--- config.mk ---
export PLATFORM = sky130hd
export DESIGN_NAME = uds_diagnostic_service_responder
export DESIGN_NICKNAME = d
export VERILOG_FILES = /design/src/hw/rtl/udr_pkg.sv /design/src/hw/rtl/udr_front.sv /design/src/hw/rtl/udr_queue.sv /design/src/hw/rtl/udr_back.sv /design/src/hw/rtl/uds_diagnostic_service_responder.sv
export SDC_FILE = /design/constraint.sdc
export NUM_CORES = 1
export LEC_CHECK = 0
export ABC_AREA = 1
export BUFFER_PORTS_ARGS = -buffer_cell sky130_fd_sc_hd__buf_2
export CELL_PAD_IN_SITES_DETAIL_PLACEMENT = 1
export CELL_PAD_IN_SITES_GLOBAL_PLACEMENT = 1
export CORE_MARGIN = 2
export CORE_UTILIZATION = 46
export CTS_BUF_LIST = sky130_fd_sc_hd__clkbuf_4 sky130_fd_sc_hd__clkbuf_8 sky130_fd_sc_hd__clkbuf_16
export DETAILED_ROUTE_END_ITERATION = 7
export HOLD_SLACK_MARGIN = 0.02
export PLACE_DENSITY = 0.88
export SYNTH_ARGS = -nofsm -noshare
export SYNTH_HDL_FRONTEND = slang
export SYNTH_HIERARCHICAL = 1
export SYNTH_SLANG_ARGS = --single-unit
--- constraint.sdc ---
create_clock -name clock -period 7.6 [get_ports clock]
set_input_delay 0.38 -clock clock [delete_from_list [all_inputs] [get_ports clock]]
set_output_delay 0.38 -clock clock [all_outputs]
set_load 0.05 [all_outputs]
--- src/hw/rtl/udr_pkg.sv ---
// ============================================================================
// udr_pkg : shared types and constants of the diagnostic service responder
// Service and response codes, the register map, the response descriptor that
// travels from the front end through the queue to the byte serializer.
// ============================================================================
`default_nettype none

package udr_pkg;

   // default sizes of the seed and key fields
   localparam int SEED_BYTES_DEF = 4;
   localparam int KEY_BYTES_DEF  = 4;

   // longest response (security seed answer with eight seed bytes)
   localparam int MSG_MAX     = 10;
   localparam int MSG_LEN_W   = $clog2(MSG_MAX + 1);
   localparam int MSG_IDX_W   = $clog2(MSG_MAX);
   localparam int QUEUE_DEPTH = 2;

   // service identifiers
   localparam logic [7:0] SID_SESSION  = 8'h10;
   localparam logic [7:0] SID_RESET    = 8'h11;
   localparam logic [7:0] SID_SECURITY = 8'h27;
   localparam logic [7:0] SID_TESTER   = 8'h3E;

   // session after reset
   localparam logic [2:0] SESSION_DEFAULT = 3'd1;

   // response framing
   localparam logic [7:0] POS_OFFSET   = 8'h40;
   localparam logic [7:0] NEG_MARK     = 8'h7F;
   localparam logic [7:0] SEED_BASE    = 8'hA5;
   localparam logic [7:0] TP_SUPPRESS  = 8'h80;
   localparam logic [7:0] TP_ZERO      = 8'h00;
   localparam int         KEY_FLAG_BIT = 6;
   localparam logic [7:0] RESET_TYPE_MAX   = 8'h05;
   localparam logic [7:0] SESSION_TYPE_MAX = 8'h04;
   localparam logic [3:0] ATTEMPT_SAT  = 4'hF;

   // negative response codes
   localparam logic [7:0] NRC_SNS   = 8'h11;
   localparam logic [7:0] NRC_SFNS  = 8'h12;
   localparam logic [7:0] NRC_LEN   = 8'h13;
   localparam logic [7:0] NRC_KEY   = 8'h35;
   localparam logic [7:0] NRC_ATT   = 8'h36;
   localparam logic [7:0] NRC_DELAY = 8'h37;

   // register map (word index)
   localparam logic [1:0] REG_P2       = 2'd0;
   localparam logic [1:0] REG_P2_STAR  = 2'd1;
   localparam logic [1:0] REG_ATTEMPTS = 2'd2;
   localparam logic [1:0] REG_LOCKOUT  = 2'd3;
   localparam int         CSR_ADDR_W   = 4;

   // register reset values
   localparam logic [15:0] P2_RESET       = 16'd50;
   localparam logic [15:0] P2_STAR_RESET  = 16'd500;
   localparam logic [3:0]  ATTEMPTS_RESET = 4'd3;
   localparam logic [31:0] LOCKOUT_RESET  = 32'd10000;

   typedef struct packed {
      logic [15:0] p2;
      logic [15:0] p2_star;
      logic [3:0]  max_attempts;
      logic [31:0] lockout_ticks;
   } cfg_type;

   typedef logic [MSG_MAX-1:0][7:0] msg_type;

   typedef struct packed {
      msg_type                msg;
      logic [MSG_LEN_W-1:0]   len;
      logic [2:0]             session;
      logic [5:0]             level;
   } rsp_desc_type;

endpackage

`default_nettype wire

--- src/hw/rtl/udr_front.sv ---
// ============================================================================
// udr_front : request decode and diagnostic state
// Takes one request per cycle while the queue has room; updates session,
// security level, attempts and lockout; builds the complete queue response.
// ============================================================================
`default_nettype none

module udr_front #(
   parameter int SEED_BYTES = udr_pkg::SEED_BYTES_DEF,
   parameter int KEY_BYTES  = udr_pkg::KEY_BYTES_DEF
) (
   input  wire logic                  clock,
   input  wire logic                  reset,
   input  udr_pkg::cfg_type           cfg,
   input  wire logic                  req_valid,
   output logic                       req_ready,
   input  wire logic                  action,
   input  wire logic [7:0]            service_id,
   input  wire logic [7:0]            sub_function,
   input  wire logic [31:0]           key_value,
   input  wire logic [7:0]            request_length,
   input  wire logic                  queue_full,
   output logic                       push,
   output udr_pkg::rsp_desc_type      push_desc
);

   logic [2:0]  session_ff, session_in;
   logic [5:0]  level_ff, level_in;
   logic [3:0]  failed_ff, failed_in;
   logic        lock_active_ff, lock_active_in;
   logic [31:0] lock_count_ff, lock_count_in;

   logic                            accept;
   logic                            known;
   logic                            key_ok;
   logic [63:0]                     key_ext;
   udr_pkg::msg_type                msg;
   logic [udr_pkg::MSG_LEN_W-1:0]   len;

   function automatic udr_pkg::msg_type negative(input logic [7:0] sid,
                                                 input logic [7:0] nrc);
      udr_pkg::msg_type m;
      m    = '0;
      m[0] = udr_pkg::NEG_MARK;
      m[1] = sid;
      m[2] = nrc;
      return m;
   endfunction

   assign req_ready = !queue_full;
   assign accept    = req_valid && req_ready;
   assign key_ext   = {32'b0, key_value};

   // key bytes compare in parallel, first key byte is the most significant
   always_comb begin
      key_ok = 1'b1;
      for (int i = 0; i < KEY_BYTES; i++) begin
         if (key_ext[(KEY_BYTES - 1 - i) * 8 +: 8] != 8'(udr_pkg::SEED_BASE + i)) begin
            key_ok = 1'b0;
         end
      end
   end

   assign known = (service_id == udr_pkg::SID_SESSION)  ||
                  (service_id == udr_pkg::SID_RESET)    ||
                  (service_id == udr_pkg::SID_SECURITY) ||
                  (service_id == udr_pkg::SID_TESTER);

   always_comb begin
      session_in     = session_ff;
      level_in       = level_ff;
      failed_in      = failed_ff;
      lock_active_in = lock_active_ff;
      lock_count_in  = lock_count_ff;
      msg            = '0;
      len            = '0;

      if (action) begin
         // time tick: lockout countdown only
         if (lock_active_ff) begin
            if (lock_count_ff > 32'd1) begin
               lock_count_in = lock_count_ff - 32'd1;
            end else begin
               lock_count_in  = '0;
               lock_active_in = 1'b0;
               failed_in      = '0;
            end
         end
      end else if (!known) begin
         msg = negative(service_id, udr_pkg::NRC_SNS);
         len = udr_pkg::MSG_LEN_W'(3);
      end else if (request_length == 8'd0) begin
         msg = negative(service_id, udr_pkg::NRC_LEN);
         len = udr_pkg::MSG_LEN_W'(3);
      end else begin
         unique case (service_id)
            udr_pkg::SID_SESSION: begin
               if (sub_function >= 8'd1 && sub_function <= udr_pkg::SESSION_TYPE_MAX) begin
                  session_in = sub_function[2:0];
                  msg[0] = service_id + udr_pkg::POS_OFFSET;
                  msg[1] = sub_function;
                  msg[2] = cfg.p2[15:8];
                  msg[3] = cfg.p2[7:0];
                  msg[4] = cfg.p2_star[15:8];
                  msg[5] = cfg.p2_star[7:0];
                  len    = udr_pkg::MSG_LEN_W'(6);
               end else begin
                  msg = negative(service_id, udr_pkg::NRC_SFNS);
                  len = udr_pkg::MSG_LEN_W'(3);
               end
            end
            udr_pkg::SID_RESET: begin
               if (sub_function >= 8'd1 && sub_function <= udr_pkg::RESET_TYPE_MAX) begin
                  msg[0] = service_id + udr_pkg::POS_OFFSET;
                  msg[1] = sub_function;
                  len    = udr_pkg::MSG_LEN_W'(2);
               end else begin
                  msg = negative(service_id, udr_pkg::NRC_SFNS);
                  len = udr_pkg::MSG_LEN_W'(3);
               end
            end
            udr_pkg::SID_TESTER: begin
               if (sub_function == udr_pkg::TP_ZERO) begin
                  msg[0] = service_id + udr_pkg::POS_OFFSET;
                  msg[1] = sub_function;
                  len    = udr_pkg::MSG_LEN_W'(2);
               end else if (sub_function != udr_pkg::TP_SUPPRESS) begin
                  msg = negative(service_id, udr_pkg::NRC_SFNS);
                  len = udr_pkg::MSG_LEN_W'(3);
               end
            end
            udr_pkg::SID_SECURITY: begin
               if (!sub_function[udr_pkg::KEY_FLAG_BIT]) begin
                  // seed request
                  if (lock_active_ff) begin
                     msg = negative(service_id, udr_pkg::NRC_DELAY);
                     len = udr_pkg::MSG_LEN_W'(3);
                  end else if (failed_ff >= cfg.max_attempts) begin
                     msg            = negative(service_id, udr_pkg::NRC_ATT);
                     len            = udr_pkg::MSG_LEN_W'(3);
                     lock_active_in = 1'b1;
                     lock_count_in  = cfg.lockout_ticks;
                  end else begin
                     msg[0] = service_id + udr_pkg::POS_OFFSET;
                     msg[1] = sub_function;
                     for (int i = 0; i < SEED_BYTES; i++) begin
                        msg[2 + i] = 8'(udr_pkg::SEED_BASE + i);
                     end
                     len = udr_pkg::MSG_LEN_W'(2 + SEED_BYTES);
                  end
               end else if ({1'b0, request_length} < 9'(KEY_BYTES + 1)) begin
                  msg = negative(service_id, udr_pkg::NRC_LEN);
                  len = udr_pkg::MSG_LEN_W'(3);
               end else if (key_ok) begin
                  level_in  = sub_function[5:0];
                  failed_in = '0;
                  msg[0]    = service_id + udr_pkg::POS_OFFSET;
                  msg[1]    = sub_function;
                  len       = udr_pkg::MSG_LEN_W'(2);
               end else begin
                  if (failed_ff < udr_pkg::ATTEMPT_SAT) begin
                     failed_in = failed_ff + 4'd1;
                  end
                  msg = negative(service_id, udr_pkg::NRC_KEY);
                  len = udr_pkg::MSG_LEN_W'(3);
               end
            end
            default: begin
            end
         endcase
      end
   end

   assign push              = accept && !action && (len != '0);
   assign push_desc.msg     = msg;
   assign push_desc.len     = len;
   assign push_desc.session = session_in;
   assign push_desc.level   = level_in;

   always_ff @(posedge clock) begin
      if (reset) begin
         session_ff     <= udr_pkg::SESSION_DEFAULT;
         level_ff       <= '0;
         failed_ff      <= '0;
         lock_active_ff <= 1'b0;
         lock_count_ff  <= '0;
      end else if (accept) begin
         session_ff     <= session_in;
         level_ff       <= level_in;
         failed_ff      <= failed_in;
         lock_active_ff <= lock_active_in;
         lock_count_ff  <= lock_count_in;
      end
   end

endmodule

`default_nettype wire

--- src/hw/rtl/udr_queue.sv ---
// ============================================================================
// udr_queue : response descriptor queue
// Small FIFO between the request decoder and the byte serializer.
// ============================================================================
`default_nettype none

module udr_queue (
   input  wire logic              clock,
   input  wire logic              reset,
   input  wire logic              push,
   input  udr_pkg::rsp_desc_type  push_desc,
   output logic                   full,
   input  wire logic              pop,
   output logic                   empty,
   output udr_pkg::rsp_desc_type  head
);

   localparam int DEPTH = udr_pkg::QUEUE_DEPTH;
   localparam int PTR_W = (DEPTH > 1) ? $clog2(DEPTH) : 1;
   localparam int CNT_W = $clog2(DEPTH + 1);

   udr_pkg::rsp_desc_type entry_ff [DEPTH];
   logic [PTR_W-1:0] wr_ptr_ff, wr_ptr_in;
   logic [PTR_W-1:0] rd_ptr_ff, rd_ptr_in;
   logic [CNT_W-1:0] count_ff, count_in;
   logic             do_push, do_pop;

   function automatic logic [PTR_W-1:0] bump(input logic [PTR_W-1:0] p);
      return (p == PTR_W'(DEPTH - 1)) ? '0 : p + PTR_W'(1);
   endfunction

   assign full    = (count_ff == CNT_W'(DEPTH));
   assign empty   = (count_ff == '0);
   assign do_push = push && !full;
   assign do_pop  = pop && !empty;
   assign head    = entry_ff[rd_ptr_ff];

   always_comb begin
      wr_ptr_in = do_push ? bump(wr_ptr_ff) : wr_ptr_ff;
      rd_ptr_in = do_pop  ? bump(rd_ptr_ff) : rd_ptr_ff;
      count_in  = count_ff;
      if (do_push && !do_pop) begin
         count_in = count_ff + CNT_W'(1);
      end else if (do_pop && !do_push) begin
         count_in = count_ff - CNT_W'(1);
      end
   end

   always_ff @(posedge clock) begin
      if (do_push) begin
         entry_ff[wr_ptr_ff] <= push_desc;
      end
   end

   always_ff @(posedge clock) begin
      if (reset) begin
         wr_ptr_ff <= '0;
         rd_ptr_ff <= '0;
         count_ff  <= '0;
      end else begin
         wr_ptr_ff <= wr_ptr_in;
         rd_ptr_ff <= rd_ptr_in;
         count_ff  <= count_in;
      end
   end

endmodule

`default_nettype wire

--- src/hw/rtl/udr_back.sv ---
// ============================================================================
// udr_back : response byte serializer
// Moves the head descriptor one byte per ready cycle into the output register.
// ============================================================================
`default_nettype none

module udr_back (
   input  wire logic              clock,
   input  wire logic              reset,
   input  udr_pkg::rsp_desc_type  head,
   input  wire logic              empty,
   output logic                   pop,
   output logic                   rsp_valid,
   input  wire logic              rsp_ready,
   output logic [7:0]             rsp_byte,
   output logic                   rsp_last,
   output logic [2:0]             rsp_session,
   output logic [5:0]             rsp_level
);

   logic [udr_pkg::MSG_IDX_W-1:0] idx_ff, idx_in;
   logic       valid_ff, valid_in;
   logic [7:0] byte_ff, byte_in;
   logic       last_ff, last_in;
   logic [2:0] session_ff, session_in;
   logic [5:0] level_ff, level_in;
   logic       load;
   logic       at_end;

   assign load   = !empty && (!valid_ff || rsp_ready);
   assign at_end = (udr_pkg::MSG_LEN_W'(idx_ff) == head.len - udr_pkg::MSG_LEN_W'(1));

   always_comb begin
      idx_in     = idx_ff;
      valid_in   = valid_ff && !rsp_ready;
      byte_in    = byte_ff;
      last_in    = last_ff;
      session_in = session_ff;
      level_in   = level_ff;
      pop        = 1'b0;
      if (load) begin
         valid_in   = 1'b1;
         byte_in    = head.msg[idx_ff];
         last_in    = at_end;
         session_in = head.session;
         level_in   = head.level;
         if (at_end) begin
            idx_in = '0;
            pop    = 1'b1;
         end else begin
            idx_in = idx_ff + udr_pkg::MSG_IDX_W'(1);
         end
      end
   end

   always_ff @(posedge clock) begin
      if (reset) begin
         idx_ff   <= '0;
         valid_ff <= 1'b0;
      end else begin
         idx_ff   <= idx_in;
         valid_ff <= valid_in;
      end
   end

   always_ff @(posedge clock) begin
      byte_ff    <= byte_in;
      last_ff    <= last_in;
      session_ff <= session_in;
      level_ff   <= level_in;
   end

   assign rsp_valid   = valid_ff;
   assign rsp_byte    = byte_ff;
   assign rsp_last    = last_ff;
   assign rsp_session = session_ff;
   assign rsp_level   = level_ff;

endmodule

`default_nettype wire

--- src/hw/rtl/uds_diagnostic_service_responder.sv ---
// ============================================================================
// uds_diagnostic_service_responder : small diagnostic server
// Answers session control, ECU reset, security access and tester present,
// keeps session, security level, failed-key counter and lockout timer.
// ============================================================================
// Each request on the req_ stream is either a diagnostic request or one time
// tick (req_tuser high). The front end takes one request per clock while the
// queue has room, applies it to the session/security state and hands the
// finished response to a two-entry queue; the back end sends it out one byte
// per clock while rsp_tready is high on the rsp_ stream, tlast on the final
// byte. A response has 2, 3, 6 or 2+SEED_BYTES bytes (at most 10), and the
// byte serializer sets the sustained rate: requests keep being taken while
// the queue has room, so a steady mix runs at the pace of its response bytes.
// Ticks and suppressed tester-present requests give no bytes. Registers sit
// on the csr_ port at byte addresses 0, 4, 8, 12.
// ============================================================================
`default_nettype none

module uds_diagnostic_service_responder #(
   parameter int SEED_BYTES = udr_pkg::SEED_BYTES_DEF,
   parameter int KEY_BYTES  = udr_pkg::KEY_BYTES_DEF
) (
   input  wire logic                           clock,
   input  wire logic                           reset,
   // request stream
   input  wire logic                           req_tvalid,
   output logic                                req_tready,
   // [7:0] service_id, [15:8] sub_function, [47:16] key_value,
   // [55:48] request_length
   input  wire logic [55:0]                    req_tdata,
   // [0] action (1 = time tick)
   input  wire logic                           req_tuser,
   // response stream
   output logic                                rsp_tvalid,
   input  wire logic                           rsp_tready,
   // [7:0] resp_byte, [10:8] active_session, [16:11] unlocked_level,
   // [23:17] zero
   output logic [23:0]                         rsp_tdata,
   output logic                                rsp_tlast,
   // register port
   input  wire logic                           csr_psel,
   input  wire logic                           csr_penable,
   input  wire logic                           csr_pwrite,
   input  wire logic [udr_pkg::CSR_ADDR_W-1:0] csr_paddr,
   input  wire logic [31:0]                    csr_pwdata,
   output logic [31:0]                         csr_prdata,
   output logic                                csr_pready
);

   udr_pkg::cfg_type      cfg_ff, cfg_in;
   udr_pkg::rsp_desc_type push_desc, head;
   logic                  push, pop, full, empty;
   logic                  csr_write;
   logic [2:0]            rsp_session;
   logic [5:0]            rsp_level;
   logic [7:0]            rsp_byte;

   // ---------------------------------------------------------------- registers
   assign csr_pready = 1'b1;
   assign csr_write  = csr_psel && csr_penable && csr_pwrite;

   always_comb begin
      cfg_in = cfg_ff;
      if (csr_write) begin
         unique case (csr_paddr[3:2])
            udr_pkg::REG_P2:       cfg_in.p2            = csr_pwdata[15:0];
            udr_pkg::REG_P2_STAR:  cfg_in.p2_star       = csr_pwdata[15:0];
            udr_pkg::REG_ATTEMPTS: cfg_in.max_attempts  = csr_pwdata[3:0];
            udr_pkg::REG_LOCKOUT:  cfg_in.lockout_ticks = csr_pwdata;
            default: begin
            end
         endcase
      end
   end

   always_comb begin
      unique case (csr_paddr[3:2])
         udr_pkg::REG_P2:       csr_prdata = {16'b0, cfg_ff.p2};
         udr_pkg::REG_P2_STAR:  csr_prdata = {16'b0, cfg_ff.p2_star};
         udr_pkg::REG_ATTEMPTS: csr_prdata = {28'b0, cfg_ff.max_attempts};
         udr_pkg::REG_LOCKOUT:  csr_prdata = cfg_ff.lockout_ticks;
         default:               csr_prdata = '0;
      endcase
   end

   always_ff @(posedge clock) begin
      if (reset) begin
         cfg_ff.p2            <= udr_pkg::P2_RESET;
         cfg_ff.p2_star       <= udr_pkg::P2_STAR_RESET;
         cfg_ff.max_attempts  <= udr_pkg::ATTEMPTS_RESET;
         cfg_ff.lockout_ticks <= udr_pkg::LOCKOUT_RESET;
      end else begin
         cfg_ff <= cfg_in;
      end
   end

   // ---------------------------------------------------------------- front end
   udr_front #(
      .SEED_BYTES (SEED_BYTES),
      .KEY_BYTES  (KEY_BYTES)
   ) u_front (
      .clock          (clock),
      .reset          (reset),
      .cfg            (cfg_ff),
      .req_valid      (req_tvalid),
      .req_ready      (req_tready),
      .action         (req_tuser),
      .service_id     (req_tdata[7:0]),
      .sub_function   (req_tdata[15:8]),
      .key_value      (req_tdata[47:16]),
      .request_length (req_tdata[55:48]),
      .queue_full     (full),
      .push           (push),
      .push_desc      (push_desc)
   );

   // ---------------------------------------------------------------- queue
   udr_queue u_queue (
      .clock     (clock),
      .reset     (reset),
      .push      (push),
      .push_desc (push_desc),
      .full      (full),
      .pop       (pop),
      .empty     (empty),
      .head      (head)
   );

   // ---------------------------------------------------------------- back end
   udr_back u_back (
      .clock       (clock),
      .reset       (reset),
      .head        (head),
      .empty       (empty),
      .pop         (pop),
      .rsp_valid   (rsp_tvalid),
      .rsp_ready   (rsp_tready),
      .rsp_byte    (rsp_byte),
      .rsp_last    (rsp_tlast),
      .rsp_session (rsp_session),
      .rsp_level   (rsp_level)
   );

   assign rsp_tdata = {7'b0, rsp_level, rsp_session, rsp_byte};

endmodule

`default_nettype wire

==> flow_metrics.py <==
metrics = {
    "run_status": {
        "status": "completed",
    },
    "cells_and_area": {
        "syn_to_final_growth_pct": 11.7,
        "final_cell_mix": "nand2_1 (401), nor2_1 (335), edfxtp_1 (204), inv_1 (165), nand3_1 (151)",
        "nets": 2123,
        "fin_cells": 2509,
        "final_common_cell": "nand2_1",
        "diodes": 0,
        "layout-drive-gt1-share_pct": 19.3,
    },
    "worst_setup_path": {
        "crit_type": "in2reg",
        "cp_num_buf_inv": 3,
        "crit_slowest_cell": "buf_4",
        "cp-startpoint": "req_tdata[6]",
        "cp_max_fo": 80,
        "critPathTopFamily": "simple AND/OR/NAND/NOR gates",
        "cp.required_ns": 7.74,
        "slowest_delay_ns": 0.95,
        "worst_setup_path_end_kind": "flip-flop",
        "arrival_ns": 3.71,
        "critPathLaunchType": "input pin",
        "cp_cell_sequence": "buf_2 > inv_1 > ha_1 > nand2_1 > nor2_2 > nand3_1 > nand2_2 > nor2_4 > nor2_8 > nand2_1 > nand2_1 > nor3_1 > o21ai_1 > nor2_4 > buf_4",
        "cp_common_cell": "nand2_1",
    },
    "route": {
        "routed_wl_mm": 49.2,
        "drt_pre_antenna_iters": 6,
        "drtAntennaViolNets": 0,
        "vias": 13500,
        "drtIter0Drc": 864,
        "viasPerCell": 5.37,
        "wl_per_cell_um": 19.6,
        "route.detailed.drc": 0,
    },
    "synthesis": {
        "ys_types": 47,
        "synth_area_per_cell_um2": 8.93,
        "yosys.area.top_type": "edfxtp_1",
        "syn_area_mm2": 0.0169,
        "ys_seq_area_share_pct": 50.9,
        "synth-warning-count": 6,
        "syn-instance-count": 1892,
        "postSynth.asyncResetShare_pct": 0,
        "synth-seq-cells": 328,
        "synth_top_area_share_pct": 36.2,
        "synth_edf_count": 204,
        "synth-main-ff-cell": "edfxtp_1",
        "synthTopCellsByArea": "edfxtp_1 (36%), dfxtp_1 (15%), nand2_1 (8.9%)",
    },
    "sta": {
        "setup_viol": 0,
        "hold_viol": 0,
        "relSlewSlack_pct": 22.3,
        "rsz0062_at_grt": "no",
        "setup_slack_ns": 4.03,
        "layout_min_cycle_time_ns": 3.57,
        "fin_crit_sh_pct": 47.0,
        "finalMaxSlewViolations": 0,
        "fmax_mhz": 280,
        "setup_tns_ns": 0,
        "clock_skew_ns": 0.0248,
        "tightestPinTransition_ns": 1.16,
    },
    "hold_path": {
        "hp-class": "in2reg",
        "hp-start": "csr_pwdata[0]",
    },
    "power_and_ir_drop": {
        "irDropWorstVdd_v": 0.000145,
        "power_density_mw_per_mm2": 229,
        "p_leak_nw": 7.97,
    },
    "global_route": {
        "met3_usage_pct": 3.35,
        "met2_usage_pct": 47.2,
        "grt_max_degree": 81,
        "grt_antenna_before_repair": 1,
        "grt_pass1_wl_mm": 78.0,
        "grt_pass1_vias": 14300,
        "grt_use_total_pct": 25.9,
        "overflow": 0,
        "grt_busiest_layer": "met2",
        "grt_use_met1_pct": 31.2,
    },
    "floorplan": {
        "die_w_um": 196,
        "io_pins": 160,
        "core_area_mm2": 0.0364,
        "placementRows": 70,
        "dieArea_mm2": 0.0383,
        "initial_core_util_pct": 46.4,
        "die_y_um": 196,
    },
    "clock_network": {
        "post_cts_buffers": 0,
        "ctsRootBufferMaster": "clkbuf_16",
        "cts_resized": 0,
        "cts_max_level": 2,
        "cts_made_buffers": 38,
        "cts_tree": "built",
        "insertion_delay_ns": 0.54,
        "clk_pin_slew_ns": 0.06,
        "cts_sinks": 328,
        "postCtsHoldBufs": 0,
        "cts.path.max_buffers": 3,
    },
    "place": {
        "dp.cells": 2440,
        "dp_hpwl_mm": 34.1,
        "port_buffers": 149,
        "place.gp.congestion": 0.854,
        "place_ws_ns": 3.62,
    },
    "job": {
        "maxCapViolations": 0,
    },
}
==> tightest hold or removal path: stages <==
cell,delay (ns)
buf_2,0.10
nand2_1,0.06
nand3_1,0.07
==> path summary, 6_finish.rpt <==
| kind | to | slack, ns | cells after the start |
|---|---|---|---|
| worst max register to register | u_queue/count_ff[1] | 4.08 | 14 |
| worst max-delay path | u_queue/entry_ff[0][64] | 4.03 | 15 |
| worst min-delay path | cfg_ff[32] | 0.09 | 3 |
| worst min register to register | cfg_ff[38] | 0.49 | 2 |
==> logic make-up after synthesis <==
group / synth area share [%]
simple gates: 24.5
flops: 50.9
buf+inv: 8.99
compound gates: 5.62
mux: 7.81
xor+xnor: 1.30
fa+ha+maj: 0.814
other cells: 0.0666
==> stage by stage <==
stage	hold slack [ns]	area, um^2	power (W)	utilization, %
2_1_floorplan	0.441	17000	0.00240	-
3_3_place_gp	0.452	17600	0.00251	48.4
3_5_place_dp	0.474	17600	0.00254	48.4
4_1_cts	0.0762	18900	0.00435	51.8
5_1_grt	0.104	18900	0.00448	51.8
6_report	0.0942	18900	0.00432	51.8
==> synthesized netlist by cell type (23+ instances only) <==
master and count:
a21oi_1 51, o21ai_1 39, mux2_2 23, nand3_1 151, nand2_1 401, inv_1 165
mux2_4 70, nor2_1 339, dfxtp_1 124, o21ai_0 44, buf_4 55, edfxtp_1 204
==> where the power goes <==
part	switching [W]	internal [W]
clock network	0.000718	0.00109
registers	0.0000306	0.00194
logic	0.000381	0.000159
==> per-layer routing <==
metal	routed length [um]	part of all wire, %	vias up
met4	1660	3.4	2
met1	19900	40	6603
met5	13	0.026	-
met2	25500	52	388
li1	-	-	6359
met3	2220	4.5	113
==> cell type report <==
cell class,instances,area [um^2]
inverters,180,678
repair buffers,159,821
clock inverters,8,65.1
multi-input cells,1305,6940
clock buffers,61,1170
fillers,4301,17600
flip-flops and latches,328,8610
well taps,468,586
==> flip-flops by register name, summed over array words and instances, names as in the netlist, named ones only <==
register / flops
cfg_ff: 68
u_back/idx_ff: 4
u_back/rsp_byte: 8
u_back/rsp_last: 1
u_back/rsp_level: 6
u_back/rsp_session: 3
u_back/rsp_valid: 1
u_front/failed_ff: 4
u_front/level_ff: 6
u_front/lock_active_ff: 1
u_front/lock_count_ff: 32
u_front/session_ff: 3
u_queue/count_ff: 2
u_queue/entry_ff: 186
u_queue/rd_ptr_ff: 1
u_queue/wr_ptr_ff: 1
(Power assumes the default switching activity.)
